$ cat src/hw/rtl/brcw_pkg.sv
`timescale 1ns / 1ps
// Shared types and constants for the buffer release and clock warmth engine.
// Depends on nothing; used by brcw_ctrl, brcw_dp and buffer_release_clock_warmth.
package brcw_pkg;

	// Field widths fixed by the command and result formats.
	localparam int unsigned FRAME_W   = 10;
	localparam int unsigned WARMTH_W  = 8;
	localparam int unsigned REFS_W    = 8;
	localparam int unsigned LIMIT_W   = 11;
	localparam int unsigned CFG_IDX_W = 3;
	localparam int unsigned CFG_DATA_W = 11;

	// Reference count saturates at this value on a pin.
	localparam logic [REFS_W-1:0] REFS_MAX = 8'd255;

	// Command codes.
	typedef enum logic [1:0] {
		CMD_PIN    = 2'd0,
		CMD_PUT    = 2'd1,
		CMD_WIRE   = 2'd2,
		CMD_UNWIRE = 2'd3
	} cmd_t;

	// Priority hint codes; the remaining codes behave as default.
	localparam logic [2:0] HINT_VERY_LOW  = 3'd0;
	localparam logic [2:0] HINT_LOW       = 3'd1;
	localparam logic [2:0] HINT_HIGH      = 3'd3;
	localparam logic [2:0] HINT_VERY_HIGH = 3'd4;

	// File priority codes; anything else behaves as normal priority.
	localparam logic [1:0] FPRIO_VERY_LOW = 2'd0;
	localparam logic [1:0] FPRIO_LOW      = 2'd1;

	// Result status codes.
	localparam logic STATUS_OK     = 1'b0;
	localparam logic STATUS_NO_REF = 1'b1;

	// Configuration register indexes.
	localparam logic [CFG_IDX_W-1:0] CFG_WARMTH_VERY_LOW = 3'd0;
	localparam logic [CFG_IDX_W-1:0] CFG_WARMTH_LOW_CAP  = 3'd1;
	localparam logic [CFG_IDX_W-1:0] CFG_WARMTH_MAX      = 3'd2;
	localparam logic [CFG_IDX_W-1:0] CFG_DIRTY_BOOST     = 3'd3;
	localparam logic [CFG_IDX_W-1:0] CFG_WIRED_LIMIT     = 3'd4;

	// One frame's metadata word in the frame table.
	typedef struct packed {
		logic                wired;
		logic [WARMTH_W-1:0] warmth;
		logic [REFS_W-1:0]   refs;
	} entry_t;

	// Controller state.
	typedef enum logic [1:0] {
		ST_CLEAR,
		ST_IDLE,
		ST_EXEC
	} state_t;

	// Commands from the controller to the datapath.
	typedef struct packed {
		logic accept;
		logic clear_we;
		logic commit;
	} ctrl_cmd_t;

	// Status from the datapath to the controller.
	typedef struct packed {
		logic clear_last;
	} dp_sts_t;

endpackage

$ cat src/hw/rtl/brcw_ctrl.sv
`timescale 1ns / 1ps
// Controller for the buffer release and clock warmth engine: clearing pass,
// command sequencing and the result valid flag. Depends on brcw_pkg.
module brcw_ctrl (
	input  logic                 clk,
	input  logic                 arst_n,
	input  logic                 in_valid,
	output logic                 in_stall,
	output logic                 out_valid,
	input  logic                 out_stall,
	input  brcw_pkg::dp_sts_t    sts,
	output brcw_pkg::ctrl_cmd_t  cmd
);

	brcw_pkg::state_t state_q;
	brcw_pkg::state_t state_nxt;
	logic             out_valid_q;

	// Output decode from the current state.
	always_comb begin
		cmd          = '0;
		cmd.clear_we = (state_q == brcw_pkg::ST_CLEAR);
		cmd.accept   = (state_q == brcw_pkg::ST_IDLE) && in_valid;
		cmd.commit   = (state_q == brcw_pkg::ST_EXEC) && (!out_valid_q || !out_stall);
		in_stall     = (state_q != brcw_pkg::ST_IDLE);
	end

	// Next state: sweep the table, then alternate between taking a command
	// and committing it once the result register is free.
	always_comb begin
		state_nxt = state_q;
		case (state_q)
			brcw_pkg::ST_CLEAR: begin
				if (sts.clear_last) begin
					state_nxt = brcw_pkg::ST_IDLE;
				end
			end
			brcw_pkg::ST_IDLE: begin
				if (in_valid) begin
					state_nxt = brcw_pkg::ST_EXEC;
				end
			end
			brcw_pkg::ST_EXEC: begin
				if (cmd.commit) begin
					state_nxt = brcw_pkg::ST_IDLE;
				end
			end
			default: begin
				state_nxt = brcw_pkg::ST_CLEAR;
			end
		endcase
	end

	// State register.
	always_ff @(posedge clk or negedge arst_n) begin
		if (!arst_n) begin
			state_q <= brcw_pkg::ST_CLEAR;
		end else begin
			state_q <= state_nxt;
		end
	end

	// The result register holds a beat until the receiver takes it.
	always_ff @(posedge clk or negedge arst_n) begin
		if (!arst_n) begin
			out_valid_q <= 1'b0;
		end else if (cmd.commit) begin
			out_valid_q <= 1'b1;
		end else if (!out_stall) begin
			out_valid_q <= 1'b0;
		end
	end

	assign out_valid = out_valid_q;

endmodule

$ cat config.mk
export PLATFORM = sky130hd
export DESIGN_NAME = brcw_ctrl
export DESIGN_NICKNAME = d
export VERILOG_FILES = /design/src/hw/rtl/brcw_pkg.sv /design/src/hw/rtl/brcw_ctrl.sv
export SDC_FILE = /design/constraint.sdc
export NUM_CORES = 1
export LEC_CHECK = 0
export BUFFER_PORTS_ARGS = -buffer_cell sky130_fd_sc_hd__buf_4
export CORE_AREA = 2 2 39 41
export CTS_CLUSTER_DIAMETER = 60
export DETAILED_ROUTE_END_ITERATION = 10
export DIE_AREA = 0 0 41 43
export GPL_ROUTABILITY_DRIVEN = 0
export GPL_TIMING_DRIVEN = 0
export PLACE_DENSITY = 0.37
export SLEW_MARGIN = 5
export SYNTH_ARGS = -nofsm -noshare
export SYNTH_HDL_FRONTEND = slang
export SYNTH_SLANG_ARGS = --single-unit
$ cat constraint.sdc
create_clock -name clk -period 1.03 [get_ports clk]
set_clock_uncertainty 0.1 [all_clocks]
set_input_delay 0 -clock clk [delete_from_list [all_inputs] [get_ports clk]]
set_output_delay 0 -clock clk [all_outputs]
set_load 0.005 [all_outputs]
======== Yosys cells after proc, flatten, opt, wreduce, memory -nomap -nowiden ========
Cells that the tools add are included.
operators by class
  eq/ne operators ......................... 7
  multiplexer cells ....................... 6
  reductions and logical operators ........ 7
operator list
  kind                                                 count
  two-way mux 2 bit                                    3
  != test 2 bit, second input constant                 3
  one-hot mux 2 bit (3 select lines)                   1
  != test 2 x 1 -> 1 bit, second input constant        2
  AND reduction 3 bit                                  1
  equality test 2 x 1 -> 1 bit, second input constant  1
  equality test 2 bit, second input constant           1
  logical AND 1 bit                                    2
  zero test 1 bit                                      2
  zero test 2 bit                                      1
  two-way mux 1 bit                                    2
  logical OR 1 bit                                     1
storage, ports and cells
  register bits ........................... 3
  bits of input ports ..................... 5
  output and inout port bits .............. 5
  word-level logic and storage cells ...... 22

======== Longest topological paths before layout ========
Gate-level depths: netlist (run 1).
  word-level depth ........................ 5
  mapped depth ............................ 2
  depth with buffers taken out ............ 2

======== Worst setup path before layout (run 1) ========
Ideal clock, no wire load.
  path type ............................... flip-flop to flip-flop
  from .................................... register out_valid_q (netlist: out_valid)
  to ...................................... register state_q[0]
  library setup time ...................... 0.096 ns
  arrival time ............................ 0.794 ns
  required time ........................... 0.834 ns
  slack ................................... 0.041 ns
  stages on the path, launching flop included .. 3
  buffers on the path ..................... 0
  clock period less this slack ............ 0.989 ns
  cell sequence ........................... dfrtp_1 -> and3_1 -> o32ai_2
between the ends
  longest elaborated chain between the ends .. 5
RTL lines
  what                           line             RTL
  start, declared                brcw_ctrl.sv:17  logic out_valid_q;
  start signal, assigned         brcw_ctrl.sv:66  out_valid_q <= 1'b0;
  start signal, assigned         brcw_ctrl.sv:68  out_valid_q <= 1'b1;
  start signal, assigned         brcw_ctrl.sv:70  out_valid_q <= 1'b0;
  zero test 1 bit                brcw_ctrl.sv:24  cmd.commit = (state_q == brcw_pkg::ST_EXEC) && (!out_valid_q || !out_stall);
  logical OR 1 bit               brcw_ctrl.sv:24
  logical AND 1 bit              brcw_ctrl.sv:24
  != test 2 bit (no line)        -
  AND reduction 3 bit (no line)  -
  end signal, assigned           brcw_ctrl.sv:57  state_q <= brcw_pkg::ST_CLEAR;
  end signal, assigned           brcw_ctrl.sv:59  state_q <= state_nxt;
  end, declared                  brcw_ctrl.sv:15  brcw_pkg::state_t state_q;
No other way between the ends.
A chain may end at the register's enable or synchronous reset.

==> results of run 1 <==
[cell usage after synthesis (all sizes together)]
library cell,number
dfrtp,3
and3,1
nor2,2
nand2b,2
o32ai,1
inv,1
a21oi,1
nand2,2
and3b,1
a21o,1
[final cells by class]
type	instances	area (um2)	area share
Timing Repair Buffer	16	130	0.380
Multi-Input combinational cell	11	85.1	0.248
Sequential cell	3	77.6	0.226
Clock buffer	4	26.3	0.0766
Tap cell	16	20.0	0.0584
Inverter	1	3.75	0.0109
[path summary, 6_finish.rpt]
check / end / cells after the start / slack [ns] / start
max in group asynchronous: state_q[0] / 3 / 0.10 / arst_n
min: state_q[0] / 3 / 0.009 / sts
min in group asynchronous: out_valid / 3 / 0.56 / arst_n
min reg2reg: out_valid / 2 / 0.44 / out_valid
max reg2reg: state_q[1] / 3 / -0.07 / state_q[1]
max: cmd[2] / 2 / -0.1 / state_q[1]
[worst max-delay path: stages (launching register included)]
cell	delay, ns
dfrtp_2	0.44
and3b_1	0.24
buf_4	0.11
[layer usage]
metal  share of wire  vias to the layer above  routed length [um]  GRT usage
met3            0.12                        0                  53     0.0785
li1                -                       90                   -          -
met5               0                        -                   0          0
met4               0                        0                   0     0.0400
met1            0.48                       84                 210     0.0742
met2            0.39                       10                 169     0.0656
[timing repair]
action	in CTS	in global routing
hold buffers	4	0
endpoints found under the hold margin	5	0
gates resized for setup	4	0
endpoints found under the setup margin	4	6
buffers inserted	1	2
[kinds of logic (layout without fill, tap and decap cells)]
family	count (synthesis)	in the layout	synth area share
AO/OA/AOI/OAI	3	3	0.189
buffers and inverters	1	21	0.0246
flip-flops	3	3	0.492
AND/OR/NAND/NOR	8	8	0.295
[state kept, by name, summed over array words and instances, names as in the netlist]
register,flops
out_valid,1
state_q,2
[per-stage QoR]
step	setup TNS, ns	power (mW)	area, um2	utilization
2_1_floorplan	0	0.371	153	-
3_3_place_gp	0	0.532	240	0.174
3_5_place_dp	-0.00966	0.543	240	0.174
4_1_cts	-0.326	0.843	328	0.237
5_1_grt	-0.580	0.934	343	0.248
6_report	-0.341	0.857	343	0.248
[power by group through the flow]
stage	clock network, mW	logic, mW	registers, mW
2_1_floorplan	0	0.143	0.228
4_1_cts	0.216	0.383	0.244
6_report	0.202	0.411	0.244
3_5_place_dp	0	0.299	0.243
5_1_grt	0.231	0.449	0.255
3_3_place_gp	0	0.297	0.234
[cells in the final DEF (no fill, tap or decap), drive strengths merged]
cell         netlist  layout
a21oi              1       1
clkbuf             0       4
inv                1       1
a21o               1       1
dlygate4sd3        0       4
and3               1       1
o32ai              1       1
buf                0      12
dfrtp              3       3
nor2               2       2
and3b              1       1
nand2b             2       2
nand2              2       2
==> results.yml, run 1 <==
outcome:
  status: "finished, violations left"
  violations: "negative setup slack"
yosys:
  synth_warnings: 0
  mappedNetlistNets: 20
  syn_area_um2: 153
  ys_types: 11
  yosysSeqAreaShare: 0.492
  yosys_register_bits: 3
  syn_avg_cell_area_um2: 10.2
  synth.top_cell.area_share: 0.492
  syn_inst: 15
  synthTopCellsByArea: "dfrtp_1 49%, o32ai_2 11%, and3b_1 5.7%, nand2b_2 5.7%, a21o_1 4.9%"
  synth_area_leader_cell: "dfrtp_1"
sta:
  hold_ws_ns: 0.00887
  fmax_mhz: 888
  max-slew-margin-rel: 0.874
  timing.final.ws_setup_ns: -0.0960
  rsz0062_at_grt: "true"
  period_share: 1.09
  min_period_ns: 1.13
  hold_violations: 0
  finalSetupViolCount: 5
  maxSlewViolCount: 0
  worst_pin_slew_ns: 0.189
pwr:
  ir_drop_mv: 0.720
  cellLeakagePower_nw: 0.179
  clkPwrFrac: 0.236
  intPower_uw: 596
  p_per_area_nw_per_um2: 2500
  switchingPower_uw: 261
  seqPwrFrac: 0.284
  switching_share: 0.305
  power_frac_comb: 0.480
global_routing:
  grt_pass1_wl_um: 669
  antenna_found_initial: 0
  track_usage: 0.0653
  grt_max_degree: 7
  grt_pass1_vias: 164
  grt-ovfl-total: 0
cts:
  numClockSinks: 3
  cts_tree: "yes"
  clk_pin_slew_worst_paths_ns: 0.04
  clock_latency_ns: 0.23
  cts_made_buffers: 3
  cts_root_buf: "clkbuf_4"
  htreeDepth: 1
  clockBufferDepth: 2
layout:
  drive_gt1_frac: 0.600
  final_nets: 41
  fin_cells: 51
  n_fill_cell: 156
  area_growth_pct: 125
  antenna_cells: 0
drt:
  first_iter_violations: 3
  wl_per_cell_um: 8.51
  first_pass_iters: 2
  ant_nets: 0
  wl_um: 434
  drc: 0
  vias: 184
  via_per_inst: 3.61
placement:
  place.port_buffers: 9
  pre_cts_ws_ns: -0.00966
  hpwl_um: 279
  dp.cells: 40
setup_path:
  worst_ep_arrival_time_ns: 1.03
  path_class: "reg -> out"
  worst_setup_path_start_kind: "flop"
  endpoint_kind: "primary output"
  critPathMaxFanout: 6
  crit_required_ns: 0.93
floorplan:
  rows: 14
  start_util: 0.110
  die_h_um: 43
  core_area_um2: 1380
  die_area_um2: 1760
  die_w_um: 41
  ioPinCount: 10
job:
  drv_cap: 0
min_path:
  min_path_type: "in -> reg"
Power figures use the tool's default switching activity.
==> run 2: changes to the inputs <==
--- a/config.mk
+++ b/config.mk
@@ -12,7 +12,7 @@
 export DIE_AREA = 0 0 41 43
 export GPL_ROUTABILITY_DRIVEN = 0
 export GPL_TIMING_DRIVEN = 0
-export PLACE_DENSITY = 0.37
+export PLACE_DENSITY = 0.36
 export SLEW_MARGIN = 5
 export SYNTH_ARGS = -nofsm -noshare
 export SYNTH_HDL_FRONTEND = slang
==> constraint.sdc (replaced) <==
create_clock -name clk -period 1.1 [get_ports clk]
set_clock_uncertainty 0.1 [all_clocks]
set_input_delay 0 -clock clk [delete_from_list [all_inputs] [get_ports clk]]
set_output_delay 0 -clock clk [all_outputs]
set_load 0.005 [all_outputs]
==> run 2 against run 1 <==
The run still ends with negative setup slack left. Sequential power is 4% lower. Register-to-register slack improved by 0.09 ns. Cell area shrank 7.3%. Setup slack improved by 0.067 ns. Non-clock buffer count decreased by 3. Clock power down 4%. Final cell count down 5.9%. Flip-flop and latch count stayed put. Clock-buffer cell count unchanged. Critical endpoint unchanged.
==> results.yml, run 2 (same netlist as run 1, synthesis figures left out) <==
setup_path:
  worst_ep_arrival_time_ns: 1.03
  max_stage_delay_ns: 0.44
  ff2ff_path_depth: 2
  crit_required_ns: 1.00
  path_class: "reg -> out"
  crit_chain: "and3b_1, buf_4"
  critPathMaxFanout: 6
  critPathSlowestCell: "dfrtp_2"
  worst_setup_path_start_kind: "flop"
  r2r_slack_ns: 0.02
  endpoint_kind: "primary output"
sta:
  maxSlewViolCount: 0
  max-slew-margin-rel: 0.870
  hold_ws_ns: 0.00531
  period_share: 1.03
  worst_pin_slew_ns: 0.196
  rsz0062_at_grt: "true"
  fin_setup_tns_ns: -0.0678
  finalSetupViolCount: 3
  fmax_mhz: 885
  hold_violations: 0
  timing.final.ws_setup_ns: -0.0294
  min_period_ns: 1.13
placement:
  dp.cells: 40
  placed_area_um2: 240
  hpwl_um: 282
  pre_cts_ws_ns: 0.0630
  place.port_buffers: 9
drt:
  drc: 0
  wl_per_cell_um: 9.35
  first_iter_violations: 4
  first_pass_iters: 2
  vias: 164
  wl_um: 449
  ant_nets: 0
  via_per_inst: 3.42
floorplan:
  die_w_um: 41
  ioPinCount: 10
  rows: 14
  die_h_um: 43
  die_area_um2: 1760
  start_util: 0.110
  core_area_um2: 1380
pwr:
  ir_drop_mv: 0.838
  switchingPower_uw: 251
  seqPwrFrac: 0.299
  clkPwrFrac: 0.247
  intPower_uw: 531
  cellLeakagePower_nw: 0.166
  p_per_area_nw_per_um2: 2460
  power_uw: 782
  power_frac_comb: 0.454
  switching_share: 0.321
layout:
  drive_gt1_frac: 0.594
  layout_common_cells: "10 x buf_4, 3 x clkbuf_4, 3 x dlygate4sd3_1"
  largest_register: "state_q"
  antenna_cells: 0
  fin_cells: 48
  largest_register_ffs: 2
  area_growth_pct: 108
  fin_util: 0.230
  final_nets: 38
  layout_commonest_cell: "buf_4"
  postLayoutCellArea_um2: 318
cts:
  numClockSinks: 3
  clk_pin_slew_worst_paths_ns: 0.04
  clockBufferDepth: 2
  cts_made_buffers: 3
  clock_latency_ns: 0.23
  cts_tree: "yes"
  cts_root_buf: "clkbuf_4"
  htreeDepth: 1
outcome:
  status: "finished, violations left"
  violations: "negative setup slack"
global_routing:
  track_usage: 0.0604
  grt_pass1_vias: 150
  grt_pass1_wl_um: 641
  grt-ovfl-total: 0
  grt_max_degree: 7
  antenna_found_initial: 0
job:
  drv_cap: 0
min_path:
  min_path_type: "in -> async"
[run 2: cell count changes in the layout (fill, tap and decap cells not counted)]
| cell | change |
|---|---|
| buf_4 | -2 |
| dlygate4sd3_1 | -1 |
[run 2: final cells by class]
cell class | count | area, um2
repair buffers | 13 | 105
multi-input cells | 11 | 85.1
fillers | 147 | 1070
flip-flops and latches | 3 | 77.6
well taps | 16 | 20.0
inverters | 1 | 3.75
clock buffers | 4 | 26.3
[run 2: path summary, 6_finish.rpt]
check | start | end
setup / recovery | state_q[1] | cmd[2]
hold / removal | arst_n | out_valid
setup reg to reg | state_q[1] | state_q[0]
hold reg to reg | out_valid | out_valid
max in group asynchronous | arst_n | state_q[1]
min in group clk | sts | state_q[0]
[run 2: timing repair]
item / CTS / global route
endpoints found under the setup margin: 3 / 4
endpoints found under the hold margin: 5 / 0
buffers inserted: 1 / 0
gates resized for setup: 4 / 0
hold buffers: 3 / 0
[run 2: per-layer routing]
metal,track usage,vias to the layer above,part of all wire
met1,0.0812,68,0.50
li1,-,86,-
met4,0.0200,0,0
met5,0,-,0
met3,0.0628,0,0.15
met2,0.0625,10,0.35
[run 2: critical path, delay by kind of cell, from the launching register on]
kind,cells,cell delay [ns]
buffers and inverters,1,0.11
and+or+nand+nor,1,0.25
DFF,1,0.44
[run 2: power by group through the flow]
stage | Sequential (mW) | Clock (mW) | Combinational, mW
after floorplan | 0.214 | 0 | 0.134
after global placement | 0.221 | 0 | 0.280
after detailed placement | 0.226 | 0 | 0.284
after CTS | 0.230 | 0.202 | 0.356
after global routing | 0.243 | 0.217 | 0.385
final | 0.234 | 0.193 | 0.355
